### src/design/bpr_pkg.sv
`default_nettype none
package bpr_pkg;

	localparam int BYTE_W = 8;
	localparam int CNT_W  = 4;
	localparam int PAT_W  = 64;
	localparam int IDX_W  = 2;

	localparam logic [IDX_W-1:0] REG_PATTERN_LENGTH  = 2'd0;
	localparam logic [IDX_W-1:0] REG_MATCH_PATTERN   = 2'd1;
	localparam logic [IDX_W-1:0] REG_REPLACE_PATTERN = 2'd2;

	localparam logic [CNT_W-1:0] LEN_RESET = 4'd6;

	// control broadcast to every window cell
	typedef struct packed {
		logic             app;
		logic [CNT_W-1:0] app_idx;
		logic             shift;
		logic             repl;
		logic [CNT_W-1:0] len;
	} cell_ctl_t;

	typedef struct packed {
		logic              any_match;
		logic              last;
		logic [BYTE_W-1:0] data;
	} out_item_t;

endpackage
`default_nettype wire

### src/design/bpr_cell.sv
`default_nettype none
module bpr_cell #(
	parameter int IDX = 0
) (
	input  wire                          clk,
	input  bpr_pkg::cell_ctl_t           ctl,
	input  wire  [bpr_pkg::BYTE_W-1:0]   in_byte,
	input  wire  [bpr_pkg::BYTE_W-1:0]   nb_byte,
	input  wire  [bpr_pkg::BYTE_W-1:0]   match_byte,
	input  wire  [bpr_pkg::BYTE_W-1:0]   rep_next,
	output logic [bpr_pkg::BYTE_W-1:0]   cur_byte,
	output logic                         eq
);
	import bpr_pkg::*;

	localparam logic [CNT_W-1:0] MY_IDX   = CNT_W'(IDX);
	localparam logic [CNT_W-1:0] NEXT_IDX = CNT_W'(IDX + 1);

	logic [BYTE_W-1:0] byte_q;

	// the incoming byte lands here when this cell is the next free slot
	always_comb begin
		cur_byte = (ctl.app && ctl.app_idx == MY_IDX) ? in_byte : byte_q;
		eq       = (cur_byte == match_byte) || (MY_IDX >= ctl.len);
	end

	always_ff @(posedge clk) begin
		if (ctl.shift) begin
			if (ctl.repl && NEXT_IDX < ctl.len) begin
				byte_q <= rep_next;
			end else begin
				byte_q <= nb_byte;
			end
		end else begin
			byte_q <= cur_byte;
		end
	end

endmodule
`default_nettype wire

### src/design/bpr_out_buf.sv
`default_nettype none
module bpr_out_buf (
	input  wire                  clk,
	input  wire                  arst_n,
	input  wire                  wr_en,
	input  bpr_pkg::out_item_t   wr_item,
	output logic                 full,
	output logic                 rd_valid,
	input  wire                  rd_ready,
	output bpr_pkg::out_item_t   rd_item
);
	import bpr_pkg::*;

	localparam logic [1:0] DEPTH = 2'd2;

	out_item_t  slot_q [2];
	logic       wr_ptr_q;
	logic       rd_ptr_q;
	logic [1:0] cnt_q;
	logic       push;
	logic       pop;

	assign full     = (cnt_q == DEPTH);
	assign rd_valid = (cnt_q != 2'd0);
	assign rd_item  = slot_q[rd_ptr_q];
	assign push     = wr_en && !full;
	assign pop      = rd_valid && rd_ready;

	always_ff @(posedge clk) begin
		if (push) begin
			slot_q[wr_ptr_q] <= wr_item;
		end
	end

	always_ff @(posedge clk or negedge arst_n) begin
		if (!arst_n) begin
			wr_ptr_q <= 1'b0;
			rd_ptr_q <= 1'b0;
			cnt_q    <= 2'd0;
		end else begin
			if (push) begin
				wr_ptr_q <= !wr_ptr_q;
			end
			if (pop) begin
				rd_ptr_q <= !rd_ptr_q;
			end
			case ({push, pop})
				2'b10:   cnt_q <= cnt_q + 2'd1;
				2'b01:   cnt_q <= cnt_q - 2'd1;
				default: cnt_q <= cnt_q;
			endcase
		end
	end

endmodule
`default_nettype wire

### src/design/byte_pattern_replacer_core.sv
// Byte stream search and replace.
// Input bytes arrive on the s_ channel (s_tdata = data byte, s_tlast marks the
// last byte of a buffer). Patched bytes leave on the m_ channel in original
// order; m_tlast marks the final byte of the buffer and m_tuser carries the
// "any match replaced" flag on that byte (0 on all others).
// Pattern length and the match/replace patterns are written on the cfg_
// channel (index 0, 1, 2); the user must write them only while the stream is
// idle, as the block does not enforce it. cfg_ready is always high. A byte that
// completes a window check enters the output buffer in the cycle it is taken.
// Throughput is one byte per cycle while the output buffer has room: the window
// is a row of byte cells that compare in parallel and shift once per cycle.
// A transaction that releases several bytes (end of buffer, or a shortened
// pattern) holds s_tready low as the cell row shifts them out one byte a cycle.
// A two-entry output buffer decouples the sides: input is still taken while a
// result waits, and a stalled receiver only blocks input once it fills.
// Reset empties the window, clears the match flag and sets pattern length 6
// with both patterns zero.
`default_nettype none
module byte_pattern_replacer_core #(
	parameter int MAX_PATTERN = 8
) (
	input  wire                          clk,
	input  wire                          arst_n,
	input  wire                          s_tvalid,
	output logic                         s_tready,
	input  wire  [bpr_pkg::BYTE_W-1:0]   s_tdata,   // [7:0] data_byte
	input  wire                          s_tlast,
	output logic                         m_tvalid,
	input  wire                          m_tready,
	output logic [bpr_pkg::BYTE_W-1:0]   m_tdata,   // [7:0] out_byte
	output logic                         m_tlast,
	output logic                         m_tuser,   // [0] any_match
	input  wire                          cfg_valid,
	output logic                         cfg_ready,
	input  wire  [bpr_pkg::IDX_W-1:0]    cfg_index,
	input  wire  [bpr_pkg::PAT_W-1:0]    cfg_data
);
	import bpr_pkg::*;

	localparam logic [CNT_W-1:0] MAX_LEN = CNT_W'(MAX_PATTERN);

	logic [CNT_W-1:0] len_q;
	logic [PAT_W-1:0] match_q;
	logic [PAT_W-1:0] rep_q;
	logic [CNT_W-1:0] cnt_q;
	logic             pend_q;
	logic             last_q;
	logic             seen_q;

	logic [CNT_W-1:0]  len_eff;
	logic              acc;
	logic [CNT_W-1:0]  c;
	logic              p;
	logic              lst;
	logic              full;
	logic              go;
	logic              emit;
	logic              shift;
	logic              repl;
	logic              final_out;
	logic              eq_all;
	logic [BYTE_W-1:0] emit_byte;
	logic              seen_n;
	logic              pend_n;
	logic              last_n;
	cell_ctl_t         ctl;
	out_item_t         wr_item;
	out_item_t         rd_item;

	logic [BYTE_W-1:0]      cur_vec [MAX_PATTERN];
	logic [MAX_PATTERN-1:0] eq_vec;

	assign cfg_ready = 1'b1;

	always_ff @(posedge clk or negedge arst_n) begin
		if (!arst_n) begin
			len_q   <= LEN_RESET;
			match_q <= '0;
			rep_q   <= '0;
		end else if (cfg_valid) begin
			case (cfg_index)
				REG_PATTERN_LENGTH:  len_q   <= cfg_data[CNT_W-1:0];
				REG_MATCH_PATTERN:   match_q <= cfg_data;
				REG_REPLACE_PATTERN: rep_q   <= cfg_data;
				default: ;
			endcase
		end
	end

	always_comb begin
		if (len_q == '0) begin
			len_eff = CNT_W'(1);
		end else if (len_q > MAX_LEN) begin
			len_eff = MAX_LEN;
		end else begin
			len_eff = len_q;
		end
	end

	assign s_tready = !pend_q && !last_q && !full;
	assign acc      = s_tvalid && s_tready;
	assign go       = !full;

	// view of the window with the accepted byte already appended
	always_comb begin
		c   = acc ? cnt_q + CNT_W'(1) : cnt_q;
		p   = acc || pend_q;
		lst = acc ? s_tlast : last_q;
	end

	assign eq_all = &eq_vec;

	always_comb begin
		emit      = 1'b0;
		shift     = 1'b0;
		repl      = 1'b0;
		final_out = 1'b0;
		emit_byte = cur_vec[0];
		seen_n    = seen_q;
		pend_n    = pend_q;
		last_n    = last_q;
		if (go) begin
			if (p && c > len_eff) begin
				// surplus from a shortened pattern: drop out unchecked
				emit   = 1'b1;
				shift  = 1'b1;
				pend_n = 1'b1;
				last_n = lst;
			end else if (p && c == len_eff) begin
				emit   = 1'b1;
				shift  = 1'b1;
				repl   = eq_all;
				pend_n = 1'b0;
				seen_n = seen_q || eq_all;
				if (eq_all) begin
					emit_byte = rep_q[BYTE_W-1:0];
				end
				final_out = lst && (c == CNT_W'(1));
				last_n    = lst && !final_out;
			end else if (lst) begin
				emit      = 1'b1;
				shift     = 1'b1;
				pend_n    = 1'b0;
				final_out = (c == CNT_W'(1));
				last_n    = !final_out;
			end else begin
				pend_n = 1'b0;
				last_n = 1'b0;
			end
		end
	end

	always_comb begin
		ctl.app     = acc;
		ctl.app_idx = cnt_q;
		ctl.shift   = shift;
		ctl.repl    = repl;
		ctl.len     = len_eff;
	end

	always_comb begin
		wr_item.data      = emit_byte;
		wr_item.last      = final_out;
		wr_item.any_match = final_out && seen_n;
	end

	always_ff @(posedge clk or negedge arst_n) begin
		if (!arst_n) begin
			cnt_q  <= '0;
			pend_q <= 1'b0;
			last_q <= 1'b0;
			seen_q <= 1'b0;
		end else begin
			cnt_q  <= shift ? c - CNT_W'(1) : c;
			pend_q <= pend_n;
			last_q <= last_n;
			seen_q <= final_out ? 1'b0 : seen_n;
		end
	end

	for (genvar i = 0; i < MAX_PATTERN; i++) begin : g_cell
		logic [BYTE_W-1:0] nb;
		logic [BYTE_W-1:0] rn;

		if (i + 1 < MAX_PATTERN) begin : g_nb
			assign nb = cur_vec[i+1];
		end else begin : g_nb_end
			assign nb = '0;
		end

		if (i + 1 < PAT_W / BYTE_W) begin : g_rn
			assign rn = rep_q[BYTE_W*(i+1) +: BYTE_W];
		end else begin : g_rn_end
			assign rn = '0;
		end

		bpr_cell #(
			.IDX(i)
		) u_cell (
			.clk        (clk),
			.ctl        (ctl),
			.in_byte    (s_tdata),
			.nb_byte    (nb),
			.match_byte (match_q[BYTE_W*i +: BYTE_W]),
			.rep_next   (rn),
			.cur_byte   (cur_vec[i]),
			.eq         (eq_vec[i])
		);
	end

	bpr_out_buf u_out_buf (
		.clk      (clk),
		.arst_n   (arst_n),
		.wr_en    (emit),
		.wr_item  (wr_item),
		.full     (full),
		.rd_valid (m_tvalid),
		.rd_ready (m_tready),
		.rd_item  (rd_item)
	);

	assign m_tdata = rd_item.data;
	assign m_tlast = rd_item.last;
	assign m_tuser = rd_item.any_match;

endmodule
`default_nettype wire

### config.mk
export PLATFORM = sky130hd
export DESIGN_NAME = byte_pattern_replacer_core
export DESIGN_NICKNAME = d
export VERILOG_FILES = /design/src/design/bpr_pkg.sv /design/src/design/bpr_cell.sv /design/src/design/bpr_out_buf.sv /design/src/design/byte_pattern_replacer_core.sv
export SDC_FILE = /design/constraint.sdc
export NUM_CORES = 1
export LEC_CHECK = 0
export BUFFER_PORTS_ARGS = -buffer_cell sky130_fd_sc_hd__buf_2
export CAP_MARGIN = 20
export CORE_ASPECT_RATIO = 0.6
export CORE_MARGIN = 10
export CORE_UTILIZATION = 35
export DETAILED_ROUTE_END_ITERATION = 7
export PLACE_DENSITY = 0.59
export SLEW_MARGIN = 15
export SYNTH_ARGS = -nofsm -noshare
export SYNTH_HDL_FRONTEND = slang
export SYNTH_SLANG_ARGS = --single-unit
### constraint.sdc
create_clock -name clk -period 5.2 [get_ports clk]
set_input_delay 1.56 -clock clk [delete_from_list [all_inputs] [get_ports clk]]
set_output_delay 1.56 -clock clk [all_outputs]
set_load 0.01 [all_outputs]
==> results.md, run 1 <==
* Floorplan Core Area at 32500 um2
* Final net count at 1212
* Clock sink total at ~230
* Starting density of the core at 35.5%
* Number of storage elements in the synthesis netlist at 227
* Post-route fraction of the period consumed by the critical path at between 80% and 90%
* Reg-to-reg setup timing slack at 0.69 ns
* Antenna violations before repair at 1
* Total Neg Setup Slack at 0 ns
* Bufs on Longest Clock Path at 3
* Post-synth ARST share at 63.0%
* Most common library cell in the layout ignoring fill and taps: sky130_fd_sc_hd__mux2_2
* Die span in x at 254 um
* Worst min-delay path category: flop to flop
* Crit-path max FO at 9
* Final routed wirelength across all metal layers at 35.1 mm
* Post-route ant nets at 0
* Clock tree skew after final layout at 0.0171 ns
* Iter 0 DRT Violations at roughly 900
* Number of buffers inserted by hold repair at cts at 0
* Vias per inst at between 5 and 6
* Root Buffer Master: sky130_fd_sc_hd__clkbuf_16
* Relative area change from synthesis to final layout at 17.5%
* Detail-routed net length per standard cell at 22.5 um
* Remaining global-route overflow at 0
* CTS resizes at 0
* Leading cell types in the layout, fill and taps excluded: sky130_fd_sc_hd__mux2_2, sky130_fd_sc_hd__dfrtp_1, sky130_fd_sc_hd__buf_2, sky130_fd_sc_hd__inv_1, sky130_fd_sc_hd__dfxtp_1
* CP required at 5.60 ns
* Clock share of power at 24.7%
* EDFF count, synth at 20
* Setup-violating endpoint count in the final report at 0
* Clock H-tree levels at 1
* Distinct cell type count of the synthesized netlist at 72
* Cell-internal power at 0.00471 W
* Clock-pin slew on the worst setup and hold paths at about 0.07 ns
* Share of the yosys chip area belonging to registers at 47.4%
* Fin. max-slew vios at 0
* Vias in the first global route at approximately 8500
* Worst Setup Path Type: input pin to flop
* First-pass GRT wire length at 53.2 mm
* Max VDD drop at 0.325 mV
* Vertical extent of the die at roughly 160 um
* Post-layout total power at 0.00736 W
* Number of warnings issued by yosys at 0
* Number of buffers inserted to repair setup after CTS at 0
* Buffers added on ports at 91
* Post-route DRC at 0
* Later-pin clock latency in the skew report at 0.53 ns
* Post-layout util at 41.7%
* Sw Share at 36.0%
* Placed cell area at 12700 um2
* Final weighted congestion of routability-driven global placement at 0.934
* Main flop type after synthesis: sky130_fd_sc_hd__dfrtp_1
* Signal arrival time at the worst endpoint at 5.07 ns
* Leakage at 6.01 nW
* Maximum clock rate at 214 MHz
* CTS tree: done
* Post-synthesis instance total at 1020
* Total number of placement rows at 51
* Half-perimeter wire length after detailed placement at about 26 mm
* Number of primary I/O pins at 93
* Power density over the cells at about 540 nW/um2
* Number of CTS-inserted buffers at 23
* Run status: finished, final reports clean
* Part of the power in combinational logic at 37.9%
* Number of hold violations in the final report at 0
* Switching Power at 0.00265 W
* RSZ-0062 raised after global routing: false
* Number of vias after detailed routing at 8610
* Worst Max-Slew Pin Slew at 0.953 ns
* Category of the worst setup path launch point: input pin
* Min Tclk post-route at 4.67 ns
* Final instance area at 13600 um2
* Number of max-cap violations at 0
* Syn Area/Cell at 11.3 um2
* Power share of the sequential group at 37.4%
* Syn Nets at 1111
* Pin count of the biggest net entering global routing at 88
* Headroom to the max-slew limit at 36.4%
* Die area at 40800 um2
* Critical Path End Type: flop
* Overall routing resource usage at 16.9%
* Netlist area before placement at approximately 12000 um2
* Fraction of layout instances using a drive strength above 1 at 33.3%
* Drt pass-1 iters at 5
[area by class of cell]
cell class,count,area (um2)
Fill cell,3129,18900
Multi-Input combinational cell,661,5560
Sequential cell,227,5460
Timing Repair Buffer,143,940
Clock buffer,31,626
Tap cell,424,531
Inverter,65,244
Clock inverter,10,185
Antenna cell,1,2.50
[metrics by stage]
step                      setup WS [ns]  instances  hold WS, ns
final                             0.531       1562        0.494
after global routing              0.445       1561        0.517
after CTS                         0.638       1561        0.498
after detailed placement         0.0993       1520        0.482
after global placement           0.0869       1520        0.479
after floorplan                   0.342       1020        0.450
[sequential cells by signal, summed over array words and instances (netlist names), 2 cells and up]
register / flops
cnt_q: 4
rep_q: 64
len_q: 4
u_out_buf.slot_q: 20
u_out_buf.cnt_q: 2
g_cell.u_cell.byte_q: 64
match_q: 64
[synth_stat cells, drive strengths merged, types with 10 or more instances]
master,number,area (um2)
a21oi,11,55.1
xor2,27,236
ha,11,138
o22ai,11,68.8
nor2,31,124
o311a,13,130
buf,19,91.3
o21ai,32,160
and2,11,68.8
nor3,11,80.1
o221a,10,113
a222oi,10,100
o31ai,10,88.8
mux2i,62,621
xnor2,28,245
dfxtp,64,1280
mux2,167,1880
inv,65,244
nand2,61,236
edfxtp,20,601
clkbuf,48,180
or4,25,188
dfrtp,141,3530
[logic make-up after synthesis]
logic type | synth area share [%]
mux | 21.7
flops | 47.4
simple gates | 10.7
compound gates | 10.4
buf+inv | 4.47
xor+xnor | 4.18
fa+ha+maj | 1.19
other cells | 0.0325
[critical path: stages]
cell and delay, ns:
sky130_fd_sc_hd__buf_2 0.18, sky130_fd_sc_hd__and4b_1 0.23, sky130_fd_sc_hd__nand3_1 0.32, sky130_fd_sc_hd__buf_4 0.30, sky130_fd_sc_hd__mux2i_1 0.16, sky130_fd_sc_hd__o2bb2ai_1 0.14, sky130_fd_sc_hd__o41ai_1 0.73, sky130_fd_sc_hd__buf_4 0.23
sky130_fd_sc_hd__and4_1 0.24, sky130_fd_sc_hd__buf_4 0.19, sky130_fd_sc_hd__nand4_2 0.13, sky130_fd_sc_hd__buf_12 0.18, sky130_fd_sc_hd__mux2i_1 0.25, sky130_fd_sc_hd__buf_4 0.17, sky130_fd_sc_hd__o21ai_0 0.06
[power by group through the flow]
| stage | logic, W | registers (W) | clock network, W |
|---|---|---|---|
| floorplan | 0.00198 | 0.00258 | 0 |
| global placement | 0.00273 | 0.00276 | 0 |
| detailed placement | 0.00276 | 0.00277 | 0 |
| CTS | 0.00277 | 0.00274 | 0.00185 |
| global route | 0.00305 | 0.00280 | 0.00192 |
| finish | 0.00279 | 0.00275 | 0.00182 |
[routing by layer]
metal / routed length [um] / track usage [%]
met2: 13700 / 22.7
met5: 0 / 0
met3: 3000 / 4.55
met4: 418 / 2.52
met1: 18000 / 26.2
[worst paths after layout]
| check | start | endpoint | depth (start not counted) |
|---|---|---|---|
| max | s_tvalid | g_cell[5].u_cell.byte_q[5] | 15 |
| min | u_out_buf.wr_ptr_q | u_out_buf.wr_ptr_q | 1 |
| max reg2reg | last_q | g_cell[5].u_cell.byte_q[5] | 18 |
| min reg2reg | u_out_buf.wr_ptr_q | u_out_buf.wr_ptr_q | 1 |
| max in group asynchronous | arst_n | len_q[1] | 2 |
| min in group asynchronous | arst_n | rep_q[23] | 1 |
Power figures use the tool's default switching activity.
==> inputs of run 2 (changes only) <==
--- a/config.mk
+++ b/config.mk
@@ -5,13 +5,14 @@
 export SDC_FILE = /design/constraint.sdc
 export NUM_CORES = 1
 export LEC_CHECK = 0
-export BUFFER_PORTS_ARGS = -buffer_cell sky130_fd_sc_hd__buf_2
 export CAP_MARGIN = 20
 export CORE_ASPECT_RATIO = 0.6
 export CORE_MARGIN = 10
 export CORE_UTILIZATION = 35
 export DETAILED_ROUTE_END_ITERATION = 7
-export PLACE_DENSITY = 0.59
+export DONT_BUFFER_PORTS = 1
+export MAX_ROUTING_LAYER = met4
+export PLACE_DENSITY = 0.57
 export SLEW_MARGIN = 15
 export SYNTH_ARGS = -nofsm -noshare
 export SYNTH_HDL_FRONTEND = slang
==> run 2 against run 1 <==
Effect of this change: final cell count shrank 6.0%; global-route usage up 0.40 points; sequential cell count stayed put; via count down 5.3%; clock power rose by 2%; die area unchanged; non-clock buffer count decreased by 92; register-to-register slack better by 0.16 ns; largest cell class unchanged.
==> results.md, run 2 (same netlist as run 1, synthesis figures left out) <==
* Run status: finished, final reports clean
* Critical Path End Type: flop
* Sequential cell area at 5460 um2 (unchanged)
* First-pass GRT wire length at 52.5 mm (-1.2%)
* Bufs on Longest Clock Path at 3 (unchanged)
* Total number of placement rows at 51 (unchanged)
* Iter 0 DRT Violations at 870 (-5.3%)
* Worst min-delay path category: flop to flop
* Later-pin clock latency in the skew report at 0.52 ns (about the same)
* Post-route DRC at 0 (unchanged)
* Most common library cell in the layout ignoring fill and taps: sky130_fd_sc_hd__mux2_2
* Number of primary I/O pins at 93 (unchanged)
* Pin count of the biggest net entering global routing at 144 (+64%)
* Half-perimeter wire length after detailed placement at 25.4 mm (-2.6%)
* Clock sink total at 227 (unchanged)
* Final net count at 1120 (-7.6%)
* Worst Max-Slew Pin Slew at 0.999 ns (+0.0454 ns)
* Starting density of the core at 35.5% (unchanged)
* Total Neg Setup Slack at 0 ns (unchanged)
* Number of max-cap violations at 0 (unchanged)
* Clock tree skew after final layout at 0.00998 ns (-0.00709 ns)
* Antenna cell count at 0 (-1)
* Floorplan Core Area at 32500 um2 (unchanged)
* Number of buffers inserted by hold repair at cts at 0 (unchanged)
* Power density over the cells at 557 nW/um2 (+2.6%)
* Fraction of met2 tracks used by global routing at 21.8% (-0.89 points)
* Signal arrival time at the worst endpoint at 4.83 ns (-0.24 ns)
* Number of vias after detailed routing at 8154 (-5.3%)
* Number of CTS-inserted buffers at 23 (unchanged)
* Leading cell types in the layout, fill and taps excluded: sky130_fd_sc_hd__mux2_2, sky130_fd_sc_hd__dfrtp_1, sky130_fd_sc_hd__inv_1, sky130_fd_sc_hd__dfxtp_1, sky130_fd_sc_hd__mux2i_1
* Die span in x at 254 um (unchanged)
* Leakage at 5.65 nW (-6.0%)
* Final routed wirelength across all metal layers at 34.7 mm (-1.1%)
* Most used routing layer in global routing: met1
* Fraction of layout instances using a drive strength above 1 at 27.4% (-6.0 points)
* Clock-pin slew on the worst setup and hold paths at 0.06 ns (about the same)
* Crit-path max FO at 28 (+19)
* Worst Setup Path Type: input pin to flop
* Post-route ant nets at 0 (unchanged)
* Number of buffers inserted to repair setup after CTS at 0 (unchanged)
* Clock H-tree levels at 1 (unchanged)
* Antenna violations before repair at 1 (unchanged)
* Drt pass-1 iters at 8 (+3)
* Registers with the highest flip-flop counts: g_cell.u_cell.byte_q: 64 flops, match_q: 64 flops, rep_q: 64 flops
* Vias per inst at 5.55 (+0.70%)
* Fin. max-slew vios at 0 (unchanged)
* Buffers added on ports at 0 (-100%)
* Headroom to the max-slew limit at 33.4% (-3.0 points)
* Relative area change from synthesis to final layout at 13.2%
* Number of hold violations in the final report at 0 (unchanged)
* Min Tclk post-route at 4.42 ns (-0.249 ns)
* RSZ-0062 raised after global routing: false
* Combined area of the multi-input logic cells at 5560 um2 (unchanged)
* Number of fill cells in the layout at 3118 (-0.35%)
* Max VDD drop at 0.395 mV (+22%)
* Detail-routed net length per standard cell at 23.6 um (+5.1%)
* Root Buffer Master: sky130_fd_sc_hd__clkbuf_16
* Fraction of met1 tracks used by global routing at 26.0% (-0.23 points)
* CTS resizes at 0 (unchanged)
* Remaining global-route overflow at 0 (unchanged)
* Final weighted congestion of routability-driven global placement at 0.939 (+0.50%)
* Category of the worst setup path launch point: input pin
* Vertical extent of the die at 161 um (unchanged)
* Die area at 40800 um2 (unchanged)
* Overall routing resource usage at 17.2% (+0.40 points)
* Grt met3 use at 5.75% (+1.2 points)
* Worst Hold Margin at 0.500 ns (+0.00688 ns)
* Maximum clock rate at 226 MHz (+5.6%)
* Vias in the first global route at 8006 (-6.2%)
* Post-route fraction of the period consumed by the critical path at 85.0% (-4.8 points)
* Setup-violating endpoint count in the final report at 0 (unchanged)
* CP required at 5.61 ns (about the same)
* CTS tree: done
-- run 2: changes by cell type in the layout (fill, tap and decap cells not counted), sizes merged --
cell,previous run,this run
buf,143,51
bufinv,5,6
clkinv,1,4
clkinvlp,4,0
diode,1,0
-- run 2: worst max-delay path, cell delays in order --
cell and delay (ns):
sky130_fd_sc_hd__nand2_1 0.11, sky130_fd_sc_hd__or3_1 0.39, sky130_fd_sc_hd__xnor2_1 0.19, sky130_fd_sc_hd__ha_1 0.34, sky130_fd_sc_hd__and4_1 0.26, sky130_fd_sc_hd__o21ai_0 0.11
sky130_fd_sc_hd__nor2_1 0.10, sky130_fd_sc_hd__o2111ai_1 0.11, sky130_fd_sc_hd__nor4_1 0.23, sky130_fd_sc_hd__buf_4 0.18, sky130_fd_sc_hd__and4_1 0.24, sky130_fd_sc_hd__nand2_4 0.12
sky130_fd_sc_hd__buf_12 0.19, sky130_fd_sc_hd__or4_1 0.52, sky130_fd_sc_hd__o311a_1 0.14
-- run 2: worst paths after layout --
check	startpoint	to	slack (ns)	cells after the start
max in group asynchronous	arst_n	len_q[1]	4.26	0
worst min register to register	u_out_buf.wr_ptr_q	u_out_buf.wr_ptr_q	0.50	1
worst max register to register	last_q	g_cell[3].u_cell.byte_q[3]	0.85	18
min in group asynchronous	arst_n	cnt_q[0]	0.74	0
worst min-delay path	u_out_buf.wr_ptr_q	u_out_buf.wr_ptr_q	0.50	1
worst max-delay path	s_tvalid	g_cell[3].u_cell.byte_q[3]	0.78	15
-- run 2: where the power goes --
part | switching [W] | leakage [nW] | internal, W
clock network | 0.000716 | 0.403 | 0.00114
logic | 0.00148 | 2.84 | 0.00119
registers | 0.000387 | 2.41 | 0.00236
total | 0.00259 | 5.65 | 0.00469
-- run 2: final cells by class --
type	count	share of cell area, %
flip-flops and latches	227	41.8
clock buffers	31	4.79
repair buffers	51	3.32
well taps	424	4.06
clock inverters	10	1.52
multi-input cells	661	42.6
inverters	65	1.87
-- run 2: per-stage QoR --
stage          setup slack (ns)  power, W  area [um2]  std cells  util [%]
3_5_place_dp              0.320   0.00541       12200       1428      37.7
3_3_place_gp              0.400   0.00538       12200       1428      37.7
6_report                  0.780   0.00728       13100       1469      40.2
2_1_floorplan             0.342   0.00456       11500       1020         -
5_1_grt                   0.537   0.00768       13100       1469      40.2
4_1_cts                   0.841   0.00728       13100       1469      40.2
-- run 2: routing by layer --
metal	share of wire [%]	vias up
met2	38	322
met5	0	-
li1	-	3767
met3	9.9	36
met1	51	4029
met4	1.1	0
==> inputs of run 3 (changes only) <==
--- a/config.mk
+++ b/config.mk
@@ -8,11 +8,12 @@
 export CAP_MARGIN = 20
 export CORE_ASPECT_RATIO = 0.6
 export CORE_MARGIN = 10
-export CORE_UTILIZATION = 35
+export CORE_UTILIZATION = 30
 export DETAILED_ROUTE_END_ITERATION = 7
 export DONT_BUFFER_PORTS = 1
 export MAX_ROUTING_LAYER = met4
-export PLACE_DENSITY = 0.57
+export PLACE_DENSITY = 0.52
+export SETUP_SLACK_MARGIN = 0.3
 export SLEW_MARGIN = 15
 export SYNTH_ARGS = -nofsm -noshare
 export SYNTH_HDL_FRONTEND = slang
==> run 3 against run 2 <==
Effect of this change: cell area is 0.37% higher; routed wire length is 3.1% higher; final cell count is 6.1% higher; sequential share of layout area is 0.16 points lower; maximum frequency is 3.5% lower; count of clock-buffer cells in the layout is 1 higher; clock power is 9% lower; power is 2.3% lower; sequential cell count stayed put; register-to-register slack worse by 0.16 ns; combinational power hardly changed; largest cell class unchanged; highest routed layer unchanged.
==> results.md, run 3 (same netlist as run 1, synthesis figures left out) <==
* Run status: finished, final reports clean
* Crit-path max FO at 30 (+7.1%)
* Leading cell types in the layout, fill and taps excluded: sky130_fd_sc_hd__mux2_2, sky130_fd_sc_hd__dfrtp_1, sky130_fd_sc_hd__inv_1, sky130_fd_sc_hd__dfxtp_1, sky130_fd_sc_hd__mux2i_1
* Critical Path End Type: flop
* Placed instance count at 1517 (+6.2%)
* Number of buffers inserted by hold repair at cts at 0 (unchanged)
* First-pass GRT wire length at 54.7 mm (+4.1%)
* Min Tclk post-route at 4.58 ns (+0.162 ns)
* Floorplan Core Area at 37800 um2 (+16%)
* Fin. max-slew vios at 0 (unchanged)
* Iter 0 DRT Violations at 752 (-14%)
* Detail-routed net length per standard cell at 23.0 um (-2.8%)
* Total number of placement rows at 55 (+7.8%)
* Category of the worst setup path launch point: input pin
* Post-route ant nets at 0 (unchanged)
* Reg-to-reg setup timing slack at 0.69 ns (-0.16 ns)
* Remaining global-route overflow at 0 (unchanged)
* Clock sink total at 227 (unchanged)
* Origin of the worst setup path: s_tvalid
* Final net count at 1120 (unchanged)
* Worst Setup Path Type: input pin to flop
* Number of cells on the worst reg-to-reg path at 18 (unchanged)
* CTS tree: done
* Die area at 46900 um2 (+15%)
* Registers with the highest flip-flop counts: g_cell.u_cell.byte_q: 64 flops, match_q: 64 flops, rep_q: 64 flops
* Capture point of the critical path: g_cell[1].u_cell.byte_q[6]
* Vias per inst at 5.24 (-5.6%)
* Antenna cell count at 0 (unchanged)
* Signal arrival time at the worst endpoint at 5.01 ns (+0.18 ns)
* Pin count of the biggest net entering global routing at 144 (unchanged)
* Worst Max-Slew Pin Slew at 0.967 ns (-0.0319 ns)
* Leakage at 5.63 nW (-0.36%)
* Post-route DRC at 0 (unchanged)
* CP required at 5.62 ns (about the same)
* Clock-pin slew on the worst setup and hold paths at 0.07 ns (about the same)
* Half-perimeter wire length after detailed placement at 26.3 mm (+3.7%)
* Headroom to the max-slew limit at 35.5% (+2.1 points)
* Clock H-tree levels at 1 (unchanged)
* Buffers added on ports at 0 (unchanged)
* Number of vias after detailed routing at 8164 (+0.12%)
* Number of max-cap violations at 0 (unchanged)
* Power density over the cells at 543 nW/um2 (-2.6%)
* Starting density of the core at 30.5% (-5.0 points)
* Instance count along the most critical hold path at 1 (unchanged)
* Antenna violations before repair at 0 (-1)
* Number of primary I/O pins at 93 (unchanged)
* Later-pin clock latency in the skew report at 0.54 ns (+0.02 ns)
* Final weighted congestion of routability-driven global placement at 0.914 (-2.6%)
* Setup-violating endpoint count in the final report at 0 (unchanged)
* Number of CTS-inserted buffers at 23 (unchanged)
* Bufs on Longest Clock Path at 3 (unchanged)
* Post-layout util at 34.7% (-5.5 points)
* Final routed wirelength across all metal layers at 35.8 mm (+3.1%)
* Maximum clock rate at 218 MHz (-3.5%)
* Count of placed standard cells in the final layout, fillers left out at 1558 (+6.1%)
* Die span in x at 273 um (+7.4%)
* Fraction of layout instances using a drive strength above 1 at 27.8% (+0.38 points)
* Clock tree skew after final layout at 0.0240 ns (+0.0141 ns)
* Vias in the first global route at 8114 (+1.3%)
* Number of hold violations in the final report at 0 (unchanged)
* Drt pass-1 iters at 8 (unchanged)
* Startpoint of the most critical register-to-register path: pend_q
* Most common library cell in the layout ignoring fill and taps: sky130_fd_sc_hd__mux2_2
* Post-route fraction of the period consumed by the critical path at 88.1% (+3.1 points)
* Worst Hold Margin at 0.493 ns (-0.00781 ns)
* Crit Reg-Reg Endpoint: g_cell[1].u_cell.byte_q[6]
* Overall routing resource usage at 15.6% (-1.6 points)
* Worst min-delay path category: flop to flop
* Root Buffer Master: sky130_fd_sc_hd__clkbuf_16
* Vertical extent of the die at 172 um (+7.0%)
* RSZ-0062 raised after global routing: false
* Max VDD drop at 0.312 mV (-21%)
* Relative area change from synthesis to final layout at 13.6%
[run 3: cell types whose count changed in the layout (fill, tap and decap cells not counted), sizes merged]
cell and delta:
clkinv +3, bufinv -4, clkbuf +1
[run 3: repair_timing]
item / CTS / global route
endpoints found under the setup margin: 0 / 63
setup buffers: 0 / 0
endpoints found under the hold margin: 0 / 0
resized for setup: 0 / 2
[run 3: through the flow]
step	instance area [um2]	TNS [ns]	worst slack [ns]	total power, W
final	13100	0	0.617	0.00711
after global routing	13100	0	0.343	0.00755
after CTS	13100	0	0.460	0.00713
after detailed placement	12300	-1.58	-0.0711	0.00541
after global placement	12300	-1.03	-0.0520	0.00539
after floorplan	11500	0	0.342	0.00456
[run 3: worst max-delay path: stages]
cell	delay [ns]
sky130_fd_sc_hd__nand2_1	0.12
sky130_fd_sc_hd__or3_1	0.42
sky130_fd_sc_hd__xnor2_2	0.18
sky130_fd_sc_hd__ha_1	0.32
sky130_fd_sc_hd__and4_1	0.28
sky130_fd_sc_hd__o21ai_0	0.11
sky130_fd_sc_hd__nor2_1	0.13
sky130_fd_sc_hd__o2111ai_1	0.17
sky130_fd_sc_hd__nor4_2	0.33
sky130_fd_sc_hd__and4_1	0.32
sky130_fd_sc_hd__buf_4	0.14
sky130_fd_sc_hd__nand2_4	0.06
sky130_fd_sc_hd__buf_12	0.19
sky130_fd_sc_hd__or4_1	0.52
sky130_fd_sc_hd__o311a_1	0.14
[run 3: report_power, final]
group          switching, W  internal, W  total, W
clock              0.000716     0.000971   0.00169
combinational       0.00147      0.00120   0.00268
sequential         0.000390      0.00236   0.00275
[run 3: worst min-delay path by stage]
stage	from	to	slack, ns
after floorplan	seen_q	seen_q	0.45
after global placement	u_out_buf.wr_ptr_q	u_out_buf.wr_ptr_q	0.48
after detailed placement	u_out_buf.wr_ptr_q	u_out_buf.wr_ptr_q	0.48
after CTS	u_out_buf.wr_ptr_q	u_out_buf.wr_ptr_q	0.49
after global routing	rep_q[3]	rep_q[3]	0.51
final	u_out_buf.wr_ptr_q	u_out_buf.wr_ptr_q	0.49
[run 3: layout make-up]
class	instances	area, um2
fill	3802	24700
sequential	227	5460
timing repair buffer	51	433
tap	513	642
multi-input combinational	661	5580
clock buffer	32	649
inverter	65	244
clock inverter	9	98.8
[run 3: routing by layer]
metal,vias up,wire length (um),global-route usage (%),share of wire (%)
li1,3756,-,-,-
met1,4066,18400,23.8,51
met2,306,13400,19.8,38
met3,36,3410,4.64,9.5
met4,0,539,2.42,1.5
met5,-,0,-,0
